## src/design/mcpd_pkg.sv

```systemverilog
// Shared types and constants of the multi-channel phase dimmer.
package mcpd_pkg;

	localparam int DEF_CHANNELS    = 8;
	localparam int DEF_COUNT_WIDTH = 16;

	localparam int REG_W    = 16;
	localparam int OP_W     = 3;
	localparam int CHAN_W   = 3;
	localparam int MASK_W   = 8;
	localparam int CFG_IDX_W = 3;

	localparam logic [OP_W-1:0] OP_SET_BRIGHT = 3'd0;
	localparam logic [OP_W-1:0] OP_TURN_ON    = 3'd1;
	localparam logic [OP_W-1:0] OP_TURN_OFF   = 3'd2;
	localparam logic [OP_W-1:0] OP_ZERO_CROSS = 3'd3;
	localparam logic [OP_W-1:0] OP_TICK       = 3'd4;
	localparam logic [OP_W-1:0] OP_READ       = 3'd5;

	localparam logic [CFG_IDX_W-1:0] CFG_MIN_BRIGHT = 3'd0;
	localparam logic [CFG_IDX_W-1:0] CFG_MAX_BRIGHT = 3'd1;
	localparam logic [CFG_IDX_W-1:0] CFG_MIN_DELAY  = 3'd2;
	localparam logic [CFG_IDX_W-1:0] CFG_MAX_DELAY  = 3'd3;
	localparam logic [CFG_IDX_W-1:0] CFG_CHAN_EN    = 3'd4;

	localparam logic [REG_W-1:0]  RST_MIN_BRIGHT = 16'd0;
	localparam logic [REG_W-1:0]  RST_MAX_BRIGHT = 16'd100;
	localparam logic [REG_W-1:0]  RST_MIN_DELAY  = 16'd0;
	localparam logic [REG_W-1:0]  RST_MAX_DELAY  = 16'd100;
	localparam logic [MASK_W-1:0] RST_CHAN_EN    = 8'd0;

	typedef enum logic [7:0] {
		ST_IDLE  = 8'b0000_0001,
		ST_EXEC  = 8'b0000_0010,
		ST_PREP  = 8'b0000_0100,
		ST_MUL   = 8'b0000_1000,
		ST_DIV   = 8'b0001_0000,
		ST_ADD   = 8'b0010_0000,
		ST_SWEEP = 8'b0100_0000,
		ST_DONE  = 8'b1000_0000
	} state_t;

endpackage

```

## src/design/multi_channel_phase_dimmer.sv

```systemverilog
// Multi-channel phase-angle dimmer: sequencer, shared divider and channel sweep.
//
// Input words carry op, channel and value; a word is taken when in_valid is high
// and in_stall is low. Each input word yields exactly one output word (gate_mask,
// brightness, delay_now), offered with out_valid and held while out_stall is high.
// The configuration port takes a register write whenever cfg_valid is high; it is
// always ready and should be written only while the block is idle.
// in_stall is high from the cycle after a word is taken until the result has been
// loaded into the output register; one word is in work at a time.
// Set brightness passes through clamp and multiply, the 16 steps of the shared
// restoring divider that maps brightness to firing delay, and an add step; it goes
// straight from the clamp to the output when the brightness window is empty, and
// skips all of them for a channel that is not present. Zero cross and tick sweep
// the channels one at a time through a single shared compare and increment unit.
// Turn on, turn off and read pass through the execute state.
// If the output word is still stalled when the next result is ready, the sequencer
// waits in its final state until the output register frees up.
// Reset restores the configuration defaults, lowers all gates, disarms and clears
// every channel, and empties the output register.
module multi_channel_phase_dimmer
	import mcpd_pkg::*;
#(
	parameter int CHANNELS    = DEF_CHANNELS,
	parameter int COUNT_WIDTH = DEF_COUNT_WIDTH
) (
	input  logic                    clk,
	input  logic                    arst_n,
	input  logic                    in_valid,
	output logic                    in_stall,
	input  logic [OP_W-1:0]         op,
	input  logic [CHAN_W-1:0]       channel,
	input  logic signed [REG_W-1:0] value,
	output logic                    out_valid,
	input  logic                    out_stall,
	output logic [MASK_W-1:0]       gate_mask,
	output logic [REG_W-1:0]        brightness,
	output logic [REG_W-1:0]        delay_now,
	input  logic                    cfg_valid,
	output logic                    cfg_ready,
	input  logic [CFG_IDX_W-1:0]    cfg_index,
	input  logic [REG_W-1:0]        cfg_data
);

	localparam int CH_W  = (CHANNELS > 1) ? $clog2(CHANNELS) : 1;
	localparam int CMP_W = (COUNT_WIDTH > REG_W) ? COUNT_WIDTH : REG_W;
	localparam int STEP_W = $clog2(REG_W);

	state_t state_q;

	logic [REG_W-1:0]  min_bright_q, max_bright_q, min_delay_q, max_delay_q;
	logic [MASK_W-1:0] chan_en_q;

	logic [OP_W-1:0]   op_q;
	logic [CH_W-1:0]   idx_q;
	logic signed [REG_W-1:0] val_q;
	logic [CH_W-1:0]   sweep_q;
	logic [STEP_W-1:0] step_q;
	logic              present_q;
	logic              out_valid_q;

	logic [CHANNELS-1:0]    gate_q;
	logic [CHANNELS-1:0]    armed_q;
	logic [COUNT_WIDTH-1:0] tick_q   [CHANNELS];
	logic [REG_W-1:0]       active_q [CHANNELS];
	logic [REG_W-1:0]       saved_q  [CHANNELS];
	logic [REG_W-1:0]       bright_q [CHANNELS];

	logic [REG_W-1:0]  a_mag_q, d_mag_q, den_q, rem_q, quo_q;
	logic              neg_q;
	logic [MASK_W-1:0] gate_mask_q;
	logic [REG_W-1:0]  bright_out_q, delay_out_q;

	logic                   accept;
	logic                   load_out;
	logic                   present;
	logic [CHANNELS-1:0]    en_vec;
	logic [MASK_W-1:0]      mask_d;
	logic [CH_W-1:0]        rd_idx;
	logic [COUNT_WIDTH-1:0] cnt_rd;
	logic [REG_W-1:0]       act_rd;
	logic                   fire;
	logic                   sweep_last;

	logic signed [17:0] v_ext, lo_s, hi_s, v_cl, a_s, d_s, s_s;
	logic [REG_W-1:0]   a_mag, d_mag, s_mag;
	logic               span_zero;
	logic [REG_W:0]     div_sh;
	logic               div_ge;
	logic [REG_W-1:0]   delay_sum;

	assign in_stall  = (state_q != ST_IDLE);
	assign cfg_ready = 1'b1;
	assign accept    = in_valid && (state_q == ST_IDLE);
	assign load_out  = (state_q == ST_DONE) && (!out_valid_q || !out_stall);
	assign present   = (6'(channel) < 6'(CHANNELS));

	assign out_valid  = out_valid_q;
	assign gate_mask  = gate_mask_q;
	assign brightness = bright_out_q;
	assign delay_now  = delay_out_q;

	// Only the first eight channels have an enable bit; the mask shows only those.
	for (genvar g = 0; g < CHANNELS; g++) begin : g_en
		if (g < MASK_W) begin : g_has
			assign en_vec[g] = chan_en_q[g];
		end else begin : g_none
			assign en_vec[g] = 1'b0;
		end
	end

	for (genvar g = 0; g < MASK_W; g++) begin : g_mask
		if (g < CHANNELS) begin : g_has
			assign mask_d[g] = gate_q[g];
		end else begin : g_none
			assign mask_d[g] = 1'b0;
		end
	end

	// Channel storage is read at one address each cycle: the sweep position
	// while sweeping, otherwise the addressed channel.
	assign rd_idx     = (state_q == ST_SWEEP) ? sweep_q : idx_q;
	assign cnt_rd     = tick_q[rd_idx];
	assign act_rd     = active_q[rd_idx];
	assign fire       = (CMP_W'(cnt_rd) >= CMP_W'(act_rd));
	assign sweep_last = (sweep_q == CH_W'(CHANNELS - 1));

	// Clamp and operand preparation for the brightness to delay mapping.
	always_comb begin
		v_ext = 18'(val_q);
		lo_s  = $signed({2'b00, min_bright_q});
		hi_s  = $signed({2'b00, max_bright_q});
		if (v_ext > hi_s) begin
			v_cl = hi_s;
		end else if (v_ext < lo_s) begin
			v_cl = lo_s;
		end else begin
			v_cl = v_ext;
		end
		a_s = v_cl - lo_s;
		d_s = $signed({2'b00, max_delay_q}) - $signed({2'b00, min_delay_q});
		s_s = hi_s - lo_s;
		a_mag = a_s[17] ? 16'(-a_s) : a_s[15:0];
		d_mag = d_s[17] ? 16'(-d_s) : d_s[15:0];
		s_mag = s_s[17] ? 16'(-s_s) : s_s[15:0];
		span_zero = (s_s == 18'sd0);
	end

	// One restoring division step; the remainder always stays below the divisor.
	assign div_sh    = {rem_q, quo_q[REG_W-1]};
	assign div_ge    = (div_sh >= {1'b0, den_q});
	assign delay_sum = min_delay_q + (neg_q ? 16'(~quo_q + 16'd1) : quo_q);

	always_ff @(posedge clk or negedge arst_n) begin
		if (!arst_n) begin
			state_q      <= ST_IDLE;
			min_bright_q <= RST_MIN_BRIGHT;
			max_bright_q <= RST_MAX_BRIGHT;
			min_delay_q  <= RST_MIN_DELAY;
			max_delay_q  <= RST_MAX_DELAY;
			chan_en_q    <= RST_CHAN_EN;
			op_q         <= OP_READ;
			idx_q        <= '0;
			val_q        <= '0;
			sweep_q      <= '0;
			step_q       <= '0;
			present_q    <= 1'b0;
			out_valid_q  <= 1'b0;
			gate_q       <= '0;
			armed_q      <= '0;
			for (int i = 0; i < CHANNELS; i++) begin
				tick_q[i]   <= '0;
				active_q[i] <= RST_MAX_DELAY;
				saved_q[i]  <= RST_MAX_DELAY;
				bright_q[i] <= RST_MIN_BRIGHT;
			end
		end else begin
			if (cfg_valid) begin
				case (cfg_index)
					CFG_MIN_BRIGHT: min_bright_q <= cfg_data;
					CFG_MAX_BRIGHT: max_bright_q <= cfg_data;
					CFG_MIN_DELAY:  min_delay_q  <= cfg_data;
					CFG_MAX_DELAY:  max_delay_q  <= cfg_data;
					CFG_CHAN_EN:    chan_en_q    <= cfg_data[MASK_W-1:0];
					default: ;
				endcase
			end

			if (load_out) begin
				out_valid_q <= 1'b1;
			end else if (out_valid_q && !out_stall) begin
				out_valid_q <= 1'b0;
			end

			case (state_q)
				ST_IDLE: begin
					if (accept) begin
						op_q      <= op;
						idx_q     <= CH_W'(channel);
						val_q     <= value;
						present_q <= present;
						sweep_q   <= '0;
						case (op)
							OP_SET_BRIGHT: state_q <= present ? ST_PREP : ST_DONE;
							OP_ZERO_CROSS, OP_TICK: state_q <= ST_SWEEP;
							default: state_q <= ST_EXEC;
						endcase
					end
				end
				ST_EXEC: begin
					if (present_q) begin
						case (op_q)
							OP_TURN_ON: active_q[idx_q] <= saved_q[idx_q];
							OP_TURN_OFF: begin
								saved_q[idx_q]  <= act_rd;
								active_q[idx_q] <= min_delay_q;
							end
							default: ;
						endcase
					end
					state_q <= ST_DONE;
				end
				ST_PREP: begin
					bright_q[idx_q] <= v_cl[15:0];
					if (span_zero) begin
						active_q[idx_q] <= min_delay_q;
						state_q         <= ST_DONE;
					end else begin
						state_q <= ST_MUL;
					end
				end
				ST_MUL: begin
					step_q  <= '0;
					state_q <= ST_DIV;
				end
				ST_DIV: begin
					step_q <= step_q + 1'b1;
					if (step_q == STEP_W'(REG_W - 1)) begin
						state_q <= ST_ADD;
					end
				end
				ST_ADD: begin
					active_q[idx_q] <= delay_sum;
					state_q         <= ST_DONE;
				end
				ST_SWEEP: begin
					if (en_vec[sweep_q]) begin
						if (op_q == OP_ZERO_CROSS) begin
							armed_q[sweep_q] <= 1'b1;
							gate_q[sweep_q]  <= 1'b0;
							tick_q[sweep_q]  <= '0;
						end else if (armed_q[sweep_q]) begin
							if (fire) begin
								gate_q[sweep_q]  <= 1'b1;
								armed_q[sweep_q] <= 1'b0;
								tick_q[sweep_q]  <= '0;
							end else if (cnt_rd != '1) begin
								tick_q[sweep_q] <= cnt_rd + 1'b1;
							end
						end
					end
					if (sweep_last) begin
						state_q <= ST_DONE;
					end else begin
						sweep_q <= sweep_q + 1'b1;
					end
				end
				ST_DONE: begin
					if (load_out) begin
						state_q <= ST_IDLE;
					end
				end
				default: state_q <= ST_IDLE;
			endcase
		end
	end

	// Datapath work registers and output payload.
	always_ff @(posedge clk) begin
		case (state_q)
			ST_PREP: begin
				a_mag_q <= a_mag;
				d_mag_q <= d_mag;
				den_q   <= s_mag;
				neg_q   <= a_s[17] ^ d_s[17] ^ s_s[17];
			end
			ST_MUL: begin
				{rem_q, quo_q} <= a_mag_q * d_mag_q;
			end
			ST_DIV: begin
				rem_q <= div_ge ? 16'(div_sh - {1'b0, den_q}) : div_sh[REG_W-1:0];
				quo_q <= {quo_q[REG_W-2:0], div_ge};
			end
			default: ;
		endcase
		if (load_out) begin
			gate_mask_q  <= mask_d;
			bright_out_q <= present_q ? bright_q[idx_q] : '0;
			delay_out_q  <= present_q ? act_rd : '0;
		end
	end

	a_state_onehot: assert property (@(posedge clk) disable iff (!arst_n)
		$onehot(state_q))
		else $error("sequencer state is not one-hot");

	a_div_rem_below: assert property (@(posedge clk) disable iff (!arst_n)
		(state_q == ST_DIV) |-> (rem_q < den_q))
		else $error("divider remainder reached the divisor");

	a_div_runs: assert property (@(posedge clk) disable iff (!arst_n)
		(state_q == ST_DIV && step_q != STEP_W'(REG_W - 1)) |=> (state_q == ST_DIV))
		else $error("divider left before its last step");

	a_sweep_range: assert property (@(posedge clk) disable iff (!arst_n)
		(state_q == ST_SWEEP) |-> (32'(sweep_q) < CHANNELS))
		else $error("sweep index beyond the last channel");

	a_out_from_done: assert property (@(posedge clk) disable iff (!arst_n)
		$rose(out_valid_q) |-> $past(state_q == ST_DONE))
		else $error("output word loaded outside the final state");

endmodule
```

## config.mk

```make
export PLATFORM = sky130hd
export DESIGN_NAME = multi_channel_phase_dimmer
export DESIGN_NICKNAME = d
export VERILOG_FILES = /design/src/design/mcpd_pkg.sv /design/src/design/multi_channel_phase_dimmer.sv
export SDC_FILE = /design/constraint.sdc
export NUM_CORES = 2
export LEC_CHECK = 0
export BUFFER_PORTS_ARGS = -buffer_cell sky130_fd_sc_hd__buf_4
export CELL_PAD_IN_SITES_DETAIL_PLACEMENT = 1
export CELL_PAD_IN_SITES_GLOBAL_PLACEMENT = 2
export CORE_MARGIN = 2
export CORE_UTILIZATION = 40
export DETAILED_ROUTE_END_ITERATION = 10
export PLACE_DENSITY = 0.82
export SLEW_MARGIN = 25
export SYNTH_ARGS = -nofsm -noshare
export SYNTH_HDL_FRONTEND = slang
export SYNTH_SLANG_ARGS = --single-unit
```

## constraint.sdc

```tcl
create_clock -name clk -period 7.5 [get_ports clk]
set_clock_uncertainty 0.05 [all_clocks]
set_input_delay 1.125 -clock clk [delete_from_list [all_inputs] [get_ports clk]]
set_output_delay 1.125 -clock clk [all_outputs]
set_load 0.005 [all_outputs]
```

==> flow_summary.rst <==
.. list-table::
   :header-rows: 1

   * - Metric
     - Value
   * - Vias in the first global route
     - 40690
   * - EDFF count, synth
     - 121
   * - IO buf count
     - 87
   * - Wire length of the first global-routing pass
     - 250100 um
   * - Setup repair after global routing missed its margin
     - false
   * - Initial antenna violation count
     - 8
   * - Finished layout cell area
     - 0.05445 mm^2
   * - Number of hold buffers added after cts
     - 0
   * - First drt pass iteration count
     - 5
   * - Total routing resource utilization after global routing
     - 0.2581
   * - Slew Viols, Final
     - 0
   * - Mean cell area of the mapped netlist
     - 9.534 um^2
   * - Upper clock frequency limit
     - 143.3 MHz
   * - Result of the run
     - completed
   * - Crit path max-delay cell type
     - sky130_fd_sc_hd__edfxtp_1
   * - Cell at the root of the clock tree
     - sky130_fd_sc_hd__clkbuf_16
   * - Area growth from synthesis to final layout
     - 12.42%
   * - Fraction of registers with async set/reset
     - 0.8408
   * - Clock tree from TritonCTS
     - built
   * - Nets in the synthesized netlist
     - 5564
   * - Final Cycle Share
     - 0.9304
   * - Crit path kind
     - flip-flop to flip-flop
   * - Post-layout min period
     - 6.978 ns
   * - Reported max-cap violation count
     - 0
   * - CP Data Required Time
     - 7.86 ns
   * - Category of the worst setup path capture point
     - flip-flop
   * - Number of vias in the routed layout
     - 38618
   * - Clock Pin Slew Worst Setup and Hold Paths
     - 0.06 ns
   * - Data arrival time of the critical path
     - 7.33 ns
   * - Sequential share of the synthesized area
     - 0.4067
   * - Cell Area, Synth
     - 0.04843 mm^2
   * - Post-detailed-route count of antenna-violating nets
     - 0
   * - TritonCTS Buffers
     - 89
   * - Total half-perimeter wirelength after legalization and detailed placement
     - 112300 um
   * - Proportion of layout cells with a drive suffix above 1
     - 0.1325
   * - Worst path bufs/invs
     - 3
   * - Final number of setup-violating endpoints
     - 0
   * - # H-tree levels
     - 3
   * - Number of antenna diodes
     - 0
   * - Clock tree sinks
     - 760
   * - Slew of the pin with the lowest slew margin
     - 1.094 ns
   * - Synthesized instance count
     - 5080
   * - Startpoint type of the worst setup path
     - flip-flop
   * - Overall die width
     - 352.0 um
   * - Standard cell core area
     - 0.1200 mm^2
   * - Insertion delay to the later sink of the worst-skew pair
     - 0.69 ns
   * - Pwr Density
     - 418.1 mW/mm^2
   * - Number of buffers on the longest clock path
     - 3
   * - Total negative slack
     - 0 ns
   * - Count of yosys warnings during synthesis
     - 0
   * - Count of unique library cells instantiated by Yosys
     - 94
   * - Gate family responsible for the most delay along the worst path
     - adder cells
   * - Die footprint
     - 0.1239 mm^2
   * - Via/cell ratio
     - 5.662
   * - Pin count of the biggest net entering global routing
     - 153
   * - Detailed-route wire length
     - 160500 um
   * - LEAKAGE
     - 23.93 nW
   * - Starting density of the core
     - 0.4037
   * - Count of endpoints failing hold in the final timing report
     - 0
   * - Relative max-transition margin
     - 0.2629
   * - # DRC
     - 0
   * - Die span in y
     - 352.0 um
   * - Maximum VDD drop
     - 0.2709 mV
   * - # IOs
     - 89
   * - Num rows
     - 127
   * - Top FF cell, synth
     - sky130_fd_sc_hd__dfrtp_1
   * - Overall power
     - 22.77 mW
   * - Drt wl/cell
     - 23.53 um
   * - #FFs+latches synth
     - 760
   * - Cell area after placement
     - 0.05118 mm^2
   * - Gpl congestion
     - 0.8581
   * - Remaining Overflow, GRT
     - 0
   * - Cell seen most often among critical-path stages
     - sky130_fd_sc_hd__fa_1
   * - First DRT Iteration DRCs
     - 2733
   * - Crit-path max FO
     - 16
   * - Slowest Stage Delay on Critical Path
     - 0.79 ns
   * - Ordered list of cells on the worst path
     - nand2_1 -> fa_1 -> fa_1 -> inv_1 -> fa_1 -> fa_1 -> fa_1 -> inv_1 -> fa_1 -> inv_1 -> ha_1 -> or4_1 -> o22ai_1 -> a211oi_2 -> a21oi_1 -> o31ai_1 -> o41a_1 -> a21oi_1 -> xnor2_1 -> a21oi_1
   * - Type of the worst min-delay path
     - flip-flop to flip-flop
   * - Net count reported at finish
     - 5615
placed cells by master, fill, tap and decap left out, types with 57 or more instances in the layout:
cell type / instances
sky130_fd_sc_hd__a211oi_1: 63
sky130_fd_sc_hd__a21oi_1: 238
sky130_fd_sc_hd__a22oi_1: 70
sky130_fd_sc_hd__and2_1: 128
sky130_fd_sc_hd__buf_4: 225
sky130_fd_sc_hd__clkbuf_16: 91
sky130_fd_sc_hd__dfrtp_1: 580
sky130_fd_sc_hd__dfstp_2: 57
sky130_fd_sc_hd__edfxtp_1: 121
sky130_fd_sc_hd__fa_1: 199
sky130_fd_sc_hd__ha_1: 239
sky130_fd_sc_hd__inv_1: 368
sky130_fd_sc_hd__mux2_2: 182
sky130_fd_sc_hd__mux2i_1: 70
sky130_fd_sc_hd__nand2_1: 824
sky130_fd_sc_hd__nand2b_1: 124
sky130_fd_sc_hd__nand3_1: 96
sky130_fd_sc_hd__nor2_1: 198
sky130_fd_sc_hd__o21ai_0: 455
sky130_fd_sc_hd__xnor2_1: 109
flip-flops by register name, indices dropped and copies added (netlist names), 128 cells and up, named ones only:
name	count
saved_q	128
tick_q	128
active_q	128
bright_q	128
synthesized netlist by cell type, drive strengths merged, types with 14 or more instances:
library cell,instances,share of area
a211oi,65,0.010
a21o,41,0.0064
a21oi,240,0.025
a221oi,35,0.0063
a22o,33,0.0060
a22oi,70,0.011
a311oi,52,0.0094
a31oi,52,0.0067
and2,128,0.017
and3,29,0.0037
buf,45,0.0048
clkbuf,232,0.018
dfrtp,582,0.30
dfstp,57,0.031
edfxtp,121,0.075
fa,199,0.082
ha,239,0.062
inv,368,0.029
mux2,183,0.043
mux2i,72,0.015
nand2,831,0.065
nand2b,125,0.016
nand3,96,0.0099
nor2,201,0.016
nor2b,26,0.0034
nor3,34,0.0035
nor3b,15,0.0027
nor4,14,0.0024
o211ai,14,0.0023
o21a,28,0.0043
o21ai,472,0.049
o2bb2ai,31,0.0056
o31ai,27,0.0042
or2,18,0.0023
or3,17,0.0022
xnor2,109,0.020
xor2,40,0.0072
cells by family after synthesis:
family / synth area share
other cells: 0.00007743
buf+inv: 0.05136
fa+ha+maj: 0.1440
flops: 0.4067
compound gates: 0.1602
mux: 0.05862
simple gates: 0.1521
xor+xnor: 0.02695
through the flow:
stage / util / hold WS, ns / std cells / worst slack [ns]
6_report: 0.4538 / 0.4020 / 6820 / 0.5217
5_1_grt: 0.4538 / 0.4302 / 6820 / 0.2270
4_1_cts: 0.4520 / 0.4058 / 6801 / 0.1987
3_5_place_dp: 0.4266 / 0.3855 / 6633 / 0.3496
3_3_place_gp: 0.4265 / 0.3917 / 6633 / 0.5324
2_1_floorplan: - / 0.3694 / 5080 / 1.054
path summary, 6_finish.rpt:
check	from	to	slack, ns	depth (start not counted)
max in group asynchronous	arst_n	max_delay_q[4]$_DFFE_PN0P_	5.58	2
min reg2reg	flip-flop	gate_mask[2]$_DFFE_PP_	0.40	0
min in group asynchronous	arst_n	tick_q[103]$_DFFE_PN0P_	0.44	1
max	a_mag_q[13]$_DFFE_PP_	rem_q[15]$_DFFE_PP_	0.52	20
max reg2reg	a_mag_q[13]$_DFFE_PP_	rem_q[15]$_DFFE_PP_	0.52	20
min	flip-flop	gate_mask[2]$_DFFE_PP_	0.40	0
repair_timing:
item | CTS | global route
resized for setup | 0 | 1
endpoints found under the setup margin | 0 | 2
buffers inserted | 0 | 19
power by group:
part / total, mW / switching (mW) / internal (mW)
logic: 12.4 / 7.71 / 4.72
registers: 5.80 / 0.514 / 5.28
clock network: 4.53 / 1.90 / 2.63
total: 22.8 / 10.1 / 12.6
per-layer routing:
metal,vias up,GRT usage,routed length (um)
li1,17663,-,-
met4,10,0.05931,2917
met3,172,0.03482,7651
met2,770,0.4149,74020
met5,-,0,62
met1,20003,0.3692,75820
cell type report:
type | count | area, um^2
clock buffer | 125 | 2545
clock inverter | 43 | 500.5
fill | 13570 | 65530
inverter | 369 | 1385
multi-input combinational | 3674 | 26380
sequential | 760 | 19700
tap | 1612 | 2017
timing repair buffer | 237 | 1916
Power figures use the tool's default switching activity.
